[src/hdl/wdo_pkg.sv]
package wdo_pkg;

  localparam int ACC_W      = 32;
  localparam int SAMPLE_W   = 16;
  localparam int TIDX_W     = 10;
  localparam int LOOP_W     = 11;
  localparam int FRAC_W     = 5;
  localparam int DIV_CNT_W  = 5;
  localparam int CFG_IDX_W  = 2;

  localparam logic [FRAC_W-1:0] MAX_FRAC = FRAC_W'(21);

  typedef enum logic [1:0] {
    OP_WRITE = 2'd0,
    OP_LOAD  = 2'd1,
    OP_STEP  = 2'd2,
    OP_NONE  = 2'd3
  } op_t;

  typedef enum logic [1:0] {
    STAT_OK    = 2'd0,
    STAT_RATE  = 2'd1,
    STAT_EMPTY = 2'd2,
    STAT_RANGE = 2'd3
  } stat_t;

  typedef enum logic [CFG_IDX_W-1:0] {
    CFG_LOOP_START = 2'd0,
    CFG_LOOP_END   = 2'd1,
    CFG_PHASE_RATE = 2'd2,
    CFG_FRAC_BITS  = 2'd3
  } cfg_idx_t;

  typedef enum logic [3:0] {
    ST_IDLE,
    ST_CHECK,
    ST_DIV,
    ST_FOLD,
    ST_ADD,
    ST_WRAP,
    ST_LOOK,
    ST_READ,
    ST_DONE
  } state_t;

  typedef struct packed {
    logic capture;
    logic chk;
    logic div_step;
    logic fold;
    logic add;
    logic wrap;
    logic look;
    logic rd_take;
    logic out_load;
  } dp_cmd_t;

  typedef struct packed {
    logic rate_high;
    logic loop_empty;
    logic need_fold;
    logic div_last;
    logic idx_oob;
    logic out_free;
  } dp_sts_t;

endpackage

[src/hdl/wdo_ctrl.sv]
module wdo_ctrl
  import wdo_pkg::*;
(
  input  logic        clk,
  input  logic        rst,
  input  logic        in_valid,
  output logic        in_ready,
  input  logic [1:0]  op,
  input  dp_sts_t     sts,
  output dp_cmd_t     cmd
);

  state_t state;
  state_t state_next;

  always_ff @(posedge clk) begin
    if (rst) begin
      state <= ST_IDLE;
    end else begin
      state <= state_next;
    end
  end

  always_comb begin
    state_next = state;
    case (state)
      ST_IDLE: begin
        if (in_valid) begin
          state_next = (op == OP_STEP) ? ST_CHECK : ST_DONE;
        end
      end
      ST_CHECK: begin
        if (sts.rate_high || sts.loop_empty) begin
          state_next = ST_DONE;
        end else if (sts.need_fold) begin
          state_next = ST_DIV;
        end else begin
          state_next = ST_ADD;
        end
      end
      ST_DIV: begin
        if (sts.div_last) begin
          state_next = ST_FOLD;
        end
      end
      ST_FOLD: state_next = ST_ADD;
      ST_ADD:  state_next = ST_WRAP;
      ST_WRAP: state_next = ST_LOOK;
      ST_LOOK: state_next = sts.idx_oob ? ST_DONE : ST_READ;
      ST_READ: state_next = ST_DONE;
      ST_DONE: begin
        if (sts.out_free) begin
          state_next = ST_IDLE;
        end
      end
      default: state_next = ST_IDLE;
    endcase
  end

  always_comb begin
    in_ready = 1'b0;
    cmd      = '0;
    case (state)
      ST_IDLE: begin
        in_ready    = 1'b1;
        cmd.capture = in_valid;
      end
      ST_CHECK: cmd.chk      = 1'b1;
      ST_DIV:   cmd.div_step = 1'b1;
      ST_FOLD:  cmd.fold     = 1'b1;
      ST_ADD:   cmd.add      = 1'b1;
      ST_WRAP:  cmd.wrap     = 1'b1;
      ST_LOOK:  cmd.look     = 1'b1;
      ST_READ:  cmd.rd_take  = 1'b1;
      ST_DONE:  cmd.out_load = sts.out_free;
      default:  cmd          = '0;
    endcase
  end

endmodule

[config.mk]
export PLATFORM = sky130hd
export DESIGN_NAME = wdo_ctrl
export DESIGN_NICKNAME = d
export VERILOG_FILES = /design/src/hdl/wdo_pkg.sv /design/src/hdl/wdo_ctrl.sv
export SDC_FILE = /design/constraint.sdc
export NUM_CORES = 1
export LEC_CHECK = 0
export ABC_CLOCK_PERIOD_IN_PS = 1000
export CAP_MARGIN = 20
export CORE_AREA = 2 2 39 41
export DETAILED_ROUTE_END_ITERATION = 8
export DIE_AREA = 0 0 41 43
export DONT_BUFFER_PORTS = 1
export PLACE_DENSITY_LB_ADDON = 0.05
export SETUP_SLACK_MARGIN = 0.5
export SLEW_MARGIN = 20
export SYNTH_ARGS = -nofsm -noshare
export SYNTH_HDL_FRONTEND = slang
export SYNTH_SLANG_ARGS = --single-unit
[constraint.sdc]
create_clock -name clk -period 1 [get_ports clk]
set_input_delay 0.05 -clock clk [delete_from_list [all_inputs] [get_ports clk]]
set_output_delay 0.05 -clock clk [all_outputs]
set_load 0.1 [all_outputs]
==> impl_metrics.yaml <==
outcome:
  status: "complete, but fails checks"
  violations: "hold timing, setup timing"
cells_and_area:
  reg.largest.list: "state x4"
  drive_above_1_share: 0.8171
  areaGrowthSynthToFinish_pct: 144.4
  num_antenna_cells: 0
  instances_no_fill: 98
  fin_nets: 95
  finalInstanceArea_sq_um: 957.2
  largest_reg_flops: 4
  regMostFlops: "state"
  fin_util: 0.6917
clock_tree:
  cts_buffers: 3
  cts-root-buf: "clkbuf_4"
  clk_latency_ns: 0.23
  cts_tree: "done"
  clkTransAtPathRegs_ns: 0.04
  cts_sinks: 4
  clock_path_buffers: 2
  htree_num_levels: 1
sta:
  final-max-slew-violation-count: 0
  max_clock_freq_mhz: 725.0
  fin_crit_sh: 1.379
  setup_ws_ns: -0.3792
  finalCriticalPeriod_ns: 1.379
  skew_ns: 0.004878
  finalSetupViolCount: 14
  rsz0062_at_grt: "true"
  maxSlewHeadroom: 0.8070
  fin_setup_tns_ns: -4.281
  finalHoldViolCount: 1
  holdWs_ns: -0.1362
  worst_pin_slew_ns: 0.2909
power:
  leakagePower_nw: 0.3845
  power_density_nw_per_um2: 787.8
  total_power_uw: 754.0
  pwr-share-comb: 0.509
  ir_drop_uv: 621.4
  clockPowerShare: 0.261
  switching_share: 0.3706
  intPower_uw: 474.6
  seqPwrFrac: 0.231
  p_sw_uw: 279.5
critical_path:
  crit_path_end_kind: "primary output"
  setup.worst_path.start_class: "flip-flop"
  required_ns: 0.95
  worstPathArrival_ns: 1.33
  worstSetupPathType: "reg -> out"
  cp_max_fo: 3
placement:
  dpl.hpwl_microns: 1035
  post-place-ws_ns: -0.2192
  dpl_cell_area_sq_um: 732.0
  dp.cells: 82
  portBuffers: 0
  routabilityCongestion: 0.7743
drt:
  postRouteAntennaNets: 0
  vias: 505
  drt_iter0_drc: 3
  wl_per_cell_microns: 15.12
  drc: 0
  routed_via_density: 5.153
  wl_microns: 1482
  dr.pass1.iters: 3
global_routing:
  grt_overflow: 0
  grt_pass1_vias: 552
  grt_start_max_net_pins: 10
  grt_pass1_wl_microns: 2256
  track_usage: 0.1922
  grt_antenna_before_repair: 0
floorplan:
  die_area_sq_um: 1763
  start_util: 0.2830
  core_sq_um: 1384
  io_pins: 21
  fp.dieW_microns: 41
  rows: 14
  die_height_microns: 43
synth:
  synth_edf_count: 0
  syn_inst: 45
  syn_area_sq_um: 391.6
  yosys_warnings: 0
  ys.flop_type: "dfxtp_1"
  yosysSeqAreaShare: 0.2045
  yosys-top-cells-count: "4 x buf_6, 4 x dfxtp_1, 4 x nor3_1"
  ys_async_sr_fraction: 0
  ys_ff_latch: 4
  yosys.area.top_type: "dfxtp_1"
  synth.top_cell.area_share: 0.2045
  synth_area_leaders: "dfxtp_1 20%, buf_6 12%, nor4b_2 7.7%, nor3_1 5.1%, a211o_1 4.5%"
  avgSynthCellArea_sq_um: 8.703
  synth.net_count: 56
  ys_types: 28
hold_path:
  hp-class: "in -> reg"
run:
  maxCapViolCount: 0
[critical path, stage by stage, from the launching register on]
cell	delay [ns]
dfxtp_2	0.33
buf_6	0.11
buf_6	0.11
nor4b_4	0.28
buf_6	0.27
[layer usage]
metal  track usage  vias to the layer above  share of wire
met1        0.1845                      247           0.36
met5             0                        -              0
met2        0.3406                       11           0.60
li1              -                      245              -
met3       0.04188                        2          0.032
met4        0.1133                        0         0.0074
[kinds of logic (layout without fill, tap and decap cells)]
family | after synthesis | after routing | share of synthesized area
mux | 1 | 1 | 0.02556
buf+inv | 5 | 42 | 0.1310
simple gates | 23 | 23 | 0.3866
flops | 4 | 4 | 0.2045
compound gates | 12 | 12 | 0.2524
[path summary, 6_finish.rpt]
kind	cells past startpoint	from	endpoint	slack [ns]
hold / removal	1	rst	state[1]	-0.14
setup / recovery	4	state[3]	cmd[7]	-0.38
setup reg to reg	6	state[3]	state[0]	-0.28
hold reg to reg	3	state[3]	state[0]	0.66
[power groups by stage]
stage	Combinational (mW)	Clock (mW)	Sequential, mW
2_1_floorplan	0.224	0	0.175
3_3_place_gp	0.291	0	0.180
3_5_place_dp	0.294	0	0.181
4_1_cts	0.363	0.208	0.173
5_1_grt	0.398	0.232	0.175
6_report	0.384	0.197	0.174
[final cells by class]
class | count | area (sq um)
timing repair buffer | 38 | 426.7
fill | 104 | 426.7
multi-input combinational | 36 | 389.1
sequential | 4 | 92.59
clock buffer | 3 | 22.52
tap | 16 | 20.02
inverter | 1 | 6.256
[repair_timing]
action | CTS | global route
buffers inserted | 9 | 4
pin swaps | 12 | 10
endpoints found under the setup margin | 14 | 14
gates resized for setup | 20 | 6
hold endpoints to repair | 2 | 1
[cells in the final DEF (no fill, tap or decap)]
master    Yosys  layout
nor4b_4       0       2
nor2_4        0       1
nand2_4       0       1
nor3_4        0       3
dfxtp_2       0       1
a21oi_2       1       2
nor4_4        0       2
nor2_1        3       2
clkbuf_4      0       3
a311o_1       1       1
nand2b_4      0       1
buf_4         0      19
a22oi_1       1       1
a22oi_2       1       1
nand2_1       2       1
nand2b_1      2       1
or2_4         0       1
o211ai_1      1       1
and2_4        0       2
o21ai_0       1       1
a21oi_1       2       1
and3_4        0       1
inv_4         1       1
nor2b_4       0       1
a2111o_1      1       1
buf_6         4      11
mux2i_1       1       1
a211o_1       2       2
dfxtp_4       0       3
a32oi_2       0       1
buf_12        0       8
nor3_1        4       1
nor2_2        1       1
or2_2         1       1
nor3b_1       1       1
Power figures use the tool's default switching activity.
